### src/design/bmh_pkg.sv
// ----------------------------------------------------------------------------
// bmh_pkg
// types and constants shared by the binary min-heap queue modules
// ----------------------------------------------------------------------------
package bmh_pkg;

    localparam int DEPTH     = 1024;
    localparam int KEY_WIDTH = 32;
    localparam int ADDR_W    = $clog2(DEPTH);
    localparam int CNT_W     = $clog2(DEPTH + 1);

    typedef enum logic [1:0] {
        CMD_INSERT = 2'd0,
        CMD_POP    = 2'd1,
        CMD_DEC    = 2'd2,
        CMD_INC    = 2'd3
    } cmd_t;

    typedef enum logic [2:0] {
        ST_DONE    = 3'd0,
        ST_EMPTY   = 3'd1,
        ST_FULL    = 3'd2,
        ST_SLOT    = 3'd3,
        ST_IGNORED = 3'd4
    } status_t;

    typedef struct packed {
        logic [1:0]           command;
        logic signed [31:0]   key_value;
        logic [9:0]           slot_index;
    } req_t;

    typedef struct packed {
        logic signed [31:0]   result_key;
        logic [2:0]           status;
        logic [10:0]          occupancy;
    } rsp_t;

    // memory port bundle from controller to ram
    typedef struct packed {
        logic                 wr_en;
        logic [ADDR_W-1:0]    wr_addr;
        logic [KEY_WIDTH-1:0] wr_data;
        logic [ADDR_W-1:0]    rd_addr_a;
        logic [ADDR_W-1:0]    rd_addr_b;
    } mem_req_t;

endpackage

### src/design/bmh_ctrl.sv
// ----------------------------------------------------------------------------
// bmh_ctrl
// command sequencer: sift up and sift down over the key store
// ----------------------------------------------------------------------------
module bmh_ctrl
    import bmh_pkg::*;
(
    input  logic                 aclk,
    input  logic                 aresetn,
    input  logic                 req_valid,
    output logic                 req_ready,
    input  req_t                 req,
    output logic                 rsp_valid,
    input  logic                 rsp_ready,
    output rsp_t                 rsp,
    output mem_req_t             mreq,
    input  logic [KEY_WIDTH-1:0] rd_data_a,
    input  logic [KEY_WIDTH-1:0] rd_data_b
);

    typedef enum logic [6:0] {
        S_IDLE  = 7'b0000001,
        S_CHK   = 7'b0000010,
        S_UPRD  = 7'b0000100,
        S_UPCMP = 7'b0001000,
        S_DNRD  = 7'b0010000,
        S_DNCMP = 7'b0100000,
        S_FIN   = 7'b1000000
    } state_t;

    state_t                   state_reg, state_next;
    logic [CNT_W-1:0]         count_reg, count_next;
    logic [ADDR_W-1:0]        pos_reg, pos_next;
    logic signed [KEY_WIDTH-1:0] key_reg, key_next;
    logic [1:0]               cmd_reg, cmd_next;
    logic signed [KEY_WIDTH-1:0] res_key_reg, res_key_next;
    logic [2:0]               status_reg, status_next;
    logic                     rsp_valid_reg, rsp_valid_next;
    rsp_t                     rsp_reg, rsp_next;

    logic signed [KEY_WIDTH-1:0] da, db;
    logic [ADDR_W:0]          lchild, rchild;
    logic [ADDR_W-1:0]        parent;

    assign da     = rd_data_a;
    assign db     = rd_data_b;
    assign parent = ADDR_W'((pos_reg - 1'b1) >> 1);
    assign lchild = {pos_reg, 1'b1};
    assign rchild = {pos_reg, 1'b0} + (ADDR_W+1)'(2);

    assign req_ready = (state_reg == S_IDLE) && !rsp_valid_reg;
    assign rsp_valid = rsp_valid_reg;
    assign rsp       = rsp_reg;

    always_comb begin
        state_next     = state_reg;
        count_next     = count_reg;
        pos_next       = pos_reg;
        key_next       = key_reg;
        cmd_next       = cmd_reg;
        res_key_next   = res_key_reg;
        status_next    = status_reg;
        rsp_valid_next = rsp_valid_reg;
        rsp_next       = rsp_reg;
        mreq           = '0;
        mreq.rd_addr_a = pos_reg;
        mreq.rd_addr_b = pos_reg;

        if (rsp_valid_reg && rsp_ready) begin
            rsp_valid_next = 1'b0;
        end

        case (state_reg)
            S_IDLE: begin
                if (req_valid && req_ready) begin
                    cmd_next     = req.command;
                    key_next     = req.key_value;
                    res_key_next = '0;
                    status_next  = ST_DONE;
                    state_next   = S_FIN;
                    case (cmd_t'(req.command))
                        CMD_INSERT: begin
                            if (count_reg >= CNT_W'(DEPTH)) begin
                                status_next = ST_FULL;
                            end else begin
                                pos_next   = ADDR_W'(count_reg);
                                count_next = count_reg + 1'b1;
                                state_next = S_UPRD;
                            end
                        end
                        CMD_POP: begin
                            if (count_reg == '0) begin
                                status_next = ST_EMPTY;
                            end else begin
                                // root into a, last entry into b
                                mreq.rd_addr_a = '0;
                                mreq.rd_addr_b = ADDR_W'(count_reg - 1'b1);
                                count_next     = count_reg - 1'b1;
                                pos_next       = '0;
                                state_next     = S_CHK;
                            end
                        end
                        default: begin
                            if (CNT_W'(req.slot_index) >= count_reg) begin
                                status_next = ST_SLOT;
                            end else begin
                                mreq.rd_addr_a = req.slot_index;
                                pos_next       = req.slot_index;
                                state_next     = S_CHK;
                            end
                        end
                    endcase
                end
            end
            S_CHK: begin
                if (cmd_reg == CMD_POP) begin
                    res_key_next = da;
                    key_next     = db;
                    state_next   = S_DNRD;
                end else if (cmd_reg == CMD_DEC) begin
                    if (key_reg >= da) begin
                        status_next = ST_IGNORED;
                        state_next  = S_FIN;
                    end else begin
                        state_next = S_UPRD;
                    end
                end else begin
                    if (key_reg <= da) begin
                        status_next = ST_IGNORED;
                        state_next  = S_FIN;
                    end else begin
                        state_next = S_DNRD;
                    end
                end
            end
            // hole at pos_reg, key_reg travels; written when it settles
            S_UPRD: begin
                if (pos_reg == '0) begin
                    mreq.wr_en   = 1'b1;
                    mreq.wr_addr = pos_reg;
                    mreq.wr_data = key_reg;
                    state_next   = S_FIN;
                end else begin
                    mreq.rd_addr_a = parent;
                    state_next     = S_UPCMP;
                end
            end
            S_UPCMP: begin
                mreq.wr_en   = 1'b1;
                mreq.wr_addr = pos_reg;
                if (da > key_reg) begin
                    mreq.wr_data = da;
                    pos_next     = parent;
                    state_next   = S_UPRD;
                end else begin
                    mreq.wr_data = key_reg;
                    state_next   = S_FIN;
                end
            end
            S_DNRD: begin
                if (count_reg == '0) begin
                    state_next = S_FIN;
                end else if (lchild >= (ADDR_W+1)'(count_reg)) begin
                    mreq.wr_en   = 1'b1;
                    mreq.wr_addr = pos_reg;
                    mreq.wr_data = key_reg;
                    state_next   = S_FIN;
                end else begin
                    mreq.rd_addr_a = ADDR_W'(lchild);
                    mreq.rd_addr_b = ADDR_W'(rchild);
                    state_next     = S_DNCMP;
                end
            end
            S_DNCMP: begin
                mreq.wr_en   = 1'b1;
                mreq.wr_addr = pos_reg;
                if (rchild < (ADDR_W+1)'(count_reg) && db < da && db < key_reg) begin
                    mreq.wr_data = db;
                    pos_next     = ADDR_W'(rchild);
                    state_next   = S_DNRD;
                end else if (da < key_reg) begin
                    mreq.wr_data = da;
                    pos_next     = ADDR_W'(lchild);
                    state_next   = S_DNRD;
                end else begin
                    mreq.wr_data = key_reg;
                    state_next   = S_FIN;
                end
            end
            S_FIN: begin
                if (!rsp_valid_reg) begin
                    rsp_valid_next       = 1'b1;
                    rsp_next.result_key  = res_key_reg;
                    rsp_next.status      = status_reg;
                    rsp_next.occupancy   = 11'(count_reg);
                    state_next           = S_IDLE;
                end
            end
            default: begin
                state_next = S_IDLE;
            end
        endcase
    end

    always_ff @(posedge aclk) begin
        if (!aresetn) begin
            state_reg     <= S_IDLE;
            count_reg     <= '0;
            rsp_valid_reg <= 1'b0;
        end else begin
            state_reg     <= state_next;
            count_reg     <= count_next;
            rsp_valid_reg <= rsp_valid_next;
        end
        pos_reg     <= pos_next;
        key_reg     <= key_next;
        cmd_reg     <= cmd_next;
        res_key_reg <= res_key_next;
        status_reg  <= status_next;
        rsp_reg     <= rsp_next;
    end

`ifndef SYNTH
    a_count_range: assert property (@(posedge aclk) disable iff (!aresetn)
        count_reg <= CNT_W'(DEPTH)) else $error("count over depth");
    a_no_accept_busy: assert property (@(posedge aclk) disable iff (!aresetn)
        (state_reg != S_IDLE) |-> !req_ready) else $error("ready while busy");
    a_count_stable: assert property (@(posedge aclk) disable iff (!aresetn)
        (state_reg != S_IDLE) |=> $stable(count_reg)) else $error("count moved");
    a_write_busy: assert property (@(posedge aclk) disable iff (!aresetn)
        mreq.wr_en |-> (state_reg != S_IDLE)) else $error("write while idle");
`endif

endmodule

### config.mk
export PLATFORM = sky130hd
export DESIGN_NAME = bmh_ctrl
export DESIGN_NICKNAME = d
export VERILOG_FILES = /design/src/design/bmh_pkg.sv /design/src/design/bmh_ctrl.sv
export SDC_FILE = /design/constraint.sdc
export NUM_CORES = 1
export LEC_CHECK = 0
export BUFFER_PORTS_ARGS = -buffer_cell sky130_fd_sc_hd__buf_2
export CAP_MARGIN = 0
export CELL_PAD_IN_SITES_DETAIL_PLACEMENT = 1
export CELL_PAD_IN_SITES_GLOBAL_PLACEMENT = 2
export CORE_MARGIN = 1
export CORE_UTILIZATION = 38
export CTS_BUF_LIST = sky130_fd_sc_hd__clkbuf_4
export DETAILED_ROUTE_END_ITERATION = 7
export PLACE_DENSITY_LB_ADDON = 0.1
export SLEW_MARGIN = 40
export SYNTH_ARGS = -nofsm -noshare
export SYNTH_HDL_FRONTEND = slang
export SYNTH_SLANG_ARGS = --single-unit
### constraint.sdc
create_clock -name aclk -period 7.9 [get_ports aclk]
set_input_delay 0.395 -clock aclk [delete_from_list [all_inputs] [get_ports aclk]]
set_output_delay 0.395 -clock aclk [all_outputs]
set_load 0.02 [all_outputs]
# Word-level counts from Yosys, hierarchy flattened
# Index checks and enable logic that the tools add are counted.
dict set report word_totals {
  regBits 144
  latchBits 0
  mem_bits_rw 0
  romBits 0
  input_bits 112
  out_inout_bits 111
  wordCells 130
  mem_count 0
}
dict set report op_classes {
  add_sub_neg 4
  n_mul 0
  div_mod_pow 0
  n_lt_le_gt_ge 10
  n_eq_ne 22
  n_shift 0
  n_mux 63
  n_bitwise 1
  reduce_logical 19
}
# operator count
set op_table {}
lappend op_table {{32-bit 2-to-1 mux} 7}
lappend op_table {{43-bit case mux with 4 select lines} 1}
lappend op_table {{32-bit case mux with 2 select lines} 2}
lappend op_table {{7-bit 2-to-1 mux} 15}
lappend op_table {{32-bit < comparator} 3}
lappend op_table {{10-bit 2-to-1 mux} 9}
lappend op_table {{43-bit 2-to-1 mux} 2}
lappend op_table {{63-bit 2-to-1 mux} 1}
lappend op_table {{20-bit 2-to-1 mux} 3}
lappend op_table {{10-bit case mux with 2 select lines} 3}
lappend op_table {{10-bit case mux with 3 select lines} 2}
lappend op_table {{7-bit case mux with 7 select lines} 1}
lappend op_table {{32-bit greater-or-equal comparator} 1}
lappend op_table {{32-bit > comparator} 1}
lappend op_table {{32-bit <= comparator} 1}
lappend op_table {{11-bit 2-to-1 mux} 2}
lappend op_table {{11-bit case mux with 2 select lines} 1}
lappend op_table {{3-bit 2-to-1 mux} 5}
lappend op_table {{3-bit != test (second input constant)} 5}
lappend op_table {{7-bit case mux with 2 select lines} 1}
lappend op_table {{2-bit != test (second input constant)} 6}
lappend op_table {{3-bit case mux with 2 select lines} 2}
lappend op_table {{11-bit by 1-bit adder with 11-bit output (second input constant)} 1}
lappend op_table {{11-bit by 2-bit adder with 11-bit output (second input constant)} 1}
lappend op_table {{30 further kinds} 43}

# Logic depth before layout (Yosys ltp)
dict set report depth {
  depth_word 6
  mapped_depth 14
  depth_no_buf 12
}

# Worst setup path after synthesis
# No wires, ideal clock.
dict set report synth_timing {
  path_kind {register -> register}
  from {register state_reg[5]}
  to {register key_reg[0] (enable)}
  setup_time_ns 0.514
  arrival_ns 4.542
  required_time_ns 7.386
  path_slack_ns 2.844
  path_stages_with_launch 7
  path_buffers 2
  synth_period_minus_slack_ns 5.056
  path_cell_list {dfxtp_1 -> nor3_2 -> and4b_1 -> clkbuf_1 -> nand3_2 -> clkbuf_1 -> a22oi_1}
}
dict set report synth_via {
  elab_chain_len 5
  word_cells_on_any_way 8
  cone_classes {eq/ne (4); reduce/logical (4)}
}
# element line
set synth_rtl {}
lappend synth_rtl {{start, declared} bmh_ctrl.sv:31} ;# state_t state_reg, state_next;
lappend synth_rtl {{start signal, assigned} bmh_ctrl.sv:211} ;# state_reg <= state_next;
lappend synth_rtl {{7-bit by 1-bit equality test with 1-bit output} {bmh_ctrl.sv:51, bmh_ctrl.sv:73}}
lappend synth_rtl {{1-bit logical AND} bmh_ctrl.sv:51} ;# assign req_ready = (state_reg == S_IDLE) && !rsp_valid_reg;
lappend synth_rtl {{1-bit logical AND} bmh_ctrl.sv:75} ;# if (req_valid && req_ready) begin
lappend synth_rtl {{2-bit by 1-bit != test with 1-bit output (no line)} --}
lappend synth_rtl {{3-bit AND reduction (no line) *} --}
lappend synth_rtl {{end signal, assigned} bmh_ctrl.sv:216} ;# key_reg <= key_next;
lappend synth_rtl {{end, declared} bmh_ctrl.sv:34} ;# logic signed [KEY_WIDTH-1:0] key_reg, key_next;
# Mark *: on every way between the ends. The rest lies on a longest branch, timed or not.
# A chain may end at the register's enable or synchronous reset.

==> impl_metrics.tcl <==
set metrics [dict create \
    run_status "completed" \
    grt_max_degree 68 \
    cts_tree "built" \
    cap_viol_max_count 0 \
    slew_headroom_pct 44.6 \
    fin_crit_ns 5.43 \
    reg2reg_depth 13 \
    cp-start-kind "register" \
    synth_seq_area_share_pct 36.4 \
    largest_reg_flops 46 \
    grt_pass1_wl_mm 64.3 \
    vias_per_cell 5.80 \
    setup_tns_ns 0 \
    synth_top_area_share_pct 33.0 \
    rsz0062_at_grt "no" \
    power.density_nw_per_um2 256 \
    vias 10642 \
    clkTransAtPathRegs_ns 0.16 \
    holdWs_ns 0.0381 \
    hold_viol 0 \
    holdCritPathClass "input pin to register" \
    synth_compound_area_share_pct 16.3 \
    initial_core_util_pct 39.1 \
    cts_made_buffers 17 \
    placed_cell_area_sq_um 12800 \
    clock_latency_ns 0.64 \
    synthMuxAreaShare_pct 5.95 \
    p_leak_nw 5.86 \
    hold_buffers 0 \
    cts_sinks 144 \
    tightestPinTransition_ns 0.832 \
    firstDrtPassIters 5 \
    first_global_vias 10788 \
    postCtsSetupBuffers 0 \
    pre_cts_slack_ns 3.20 \
    grt.overflow.total 0 \
    synthFlopType "edfxtp_1" \
    report.final.slew_viol_count 0 \
    cts.htree.levels 4 \
    regArea_sq_um 4130 \
    worst_slack_ns 2.47 \
    core_area_sq_um 29100 \
    crit_fanout 16 \
    die_area_sq_um 30600 \
    fin_util_pct 45.1 \
    pwr-share-clk_pct 15.4 \
    p_int_mw 1.85 \
    hpwl_mm 32.6 \
    arrival_ns 5.04 \
    fillers 3546 \
    multi_input_area_sq_um 6660 \
    gp_congestion 0.911 \
    power.sequential.fraction_pct 35.0 \
    synth.area.top_cells "edfxtp_1 33%, ha_1 14%, nand2_1 6.0%" \
    syn-cell-area_sq_um 11400 \
    ys_seq_elements 144 \
    syn_to_final_growth_pct 15.5 \
    syn_nets 1489 \
    synth_top_family_by_area "simple AND/OR/NAND/NOR gates" \
    switching_share_pct 44.9 \
    hold_depth 3 \
    endpoint_kind "primary output" \
    layout-drive-gt1-share_pct 20.2 \
    irDropWorstVdd_v 0.000159 \
    ant_nets 0 \
    synthAdderAreaFrac_pct 14.1 \
    required_ns 7.51 \
    switchingPower_mw 1.51 \
    synth_cells 1249 \
    synth_xor_area_share_pct 2.62 \
    io-pin-count 223 \
    ys_warn_count 0 \
    nNetsFinal 1675 \
    final_common_cell "buf_2" \
    fmax_ghz 0.184 \
    port_buffers 222 \
    netlist.top_cell.by_area "edfxtp_1" \
    crit_type "register to primary output" \
    ctsLongestPathBuffers 2 \
    yosys.area_share.simple_pct 19.0 \
    cts_root_buffer "clkbuf_4" \
    synth_cell_type_count 83 \
    fin_crit_sh_pct 68.8 \
    die_w_microns 175 \
    mostFrequentLayoutCells "222 x buf_2, 182 x nand2_1, 128 x ha_1, 125 x edfxtp_1, 99 x nor2_1" \
    wl_mm 42.9 \
    pwr-share-comb_pct 49.6 \
    drcViolationCount 0 \
    async_reset_ff_share_pct 0 \
    num_rows 62 \
    wire_per_inst_microns 23.4 \
    avgSynthCellArea_sq_um 9.10 \
    design_area_sq_um 13100 \
    synth-edff-count 125 \
    die-height_microns 175 \
    finalSetupViolCount 0 \
    antenna_found_initial 4 \
    grt_usage_pct 28.0 \
    timing.clock.skew_ns 0.0501 \
    cts-resized-gates 0 \
    drt_iter0_markers 705 \
]
[final cells by class]
class / instances / share of cell area, %
clock buffer: 20 / 1.14
inverter: 94 / 2.69
sequential: 144 / 31.5
clock inverter: 12 / 1.09
tap: 384 / 3.66
timing repair buffer: 234 / 9.20
multi-input combinational: 944 / 50.7
antenna: 2 / 0.0381
[synth_stat cells, types with 19 or more instances]
master / count
a21oi_1: 64
clkbuf_1: 44
dfxtp_1: 19
edfxtp_1: 125
ha_1: 128
inv_1: 93
mux2i_1: 62
nand2_1: 182
nand3_1: 28
nand4_1: 19
nor2_1: 101
nor3_1: 19
o211ai_1: 32
o21ai_0: 46
o221ai_1: 28
xnor2_1: 22
[kinds of logic (layout without fill, tap and decap cells)]
| kind of cell | count (synthesis) | after routing |
|---|---|---|
| muxes | 67 | 67 |
| buffers and inverters | 161 | 360 |
| AOI/OAI and AO/OA | 268 | 268 |
| DFF | 144 | 144 |
| xor gates and xnor gates | 34 | 34 |
| adders and majority gates | 128 | 128 |
| other | 0 | 2 |
| and+or+nand+nor | 447 | 447 |
[routing by layer]
| metal | track usage, % | share of wire, % |
|---|---|---|
| met4 | 7.86 | 1.8 |
| met5 | 0 | 0.049 |
| met3 | 5.44 | 5.7 |
| met2 | 48.0 | 49 |
| met1 | 35.7 | 44 |
[power groups by stage]
| stage | clock, mW | sequential (mW) | combinational (mW) |
|---|---|---|---|
| 2_1_floorplan | 0 | 1.13 | 1.16 |
| 3_3_place_gp | 0 | 1.18 | 1.62 |
| 3_5_place_dp | 0 | 1.19 | 1.65 |
| 4_1_cts | 0.531 | 1.17 | 1.66 |
| 5_1_grt | 0.555 | 1.19 | 1.81 |
| 6_report | 0.518 | 1.17 | 1.66 |
[worst paths after layout]
check	end	slack, ns	from
max reg2reg	pos_reg[7]	3.17	pos_reg[0]
min	key_reg[30]	0.04	req[40]
min reg2reg	rsp[37]	0.41	res_key_reg[23]
max	mreq[32]	2.47	pos_reg[0]
[critical path, stage by stage, from the launching register on]
cell	delay, ns
edfxtp_1	0.66
ha_1	0.30
nand3_1	0.18
nor2_1	0.28
and3_1	0.22
xor2_1	0.25
ha_1	0.29
a21o_1	0.18
a21oi_1	0.14
o21a_1	0.54
and3_1	0.75
o211ai_1	0.19
o211ai_1	0.18
buf_2	0.22
[through the flow]
step | total power, mW | instances
after detailed placement | 2.84 | 1800
final | 3.36 | 1834
after CTS | 3.36 | 1832
after global placement | 2.81 | 1798
after global routing | 3.55 | 1833
after floorplan | 2.29 | 1249
Power figures use the tool's default switching activity.
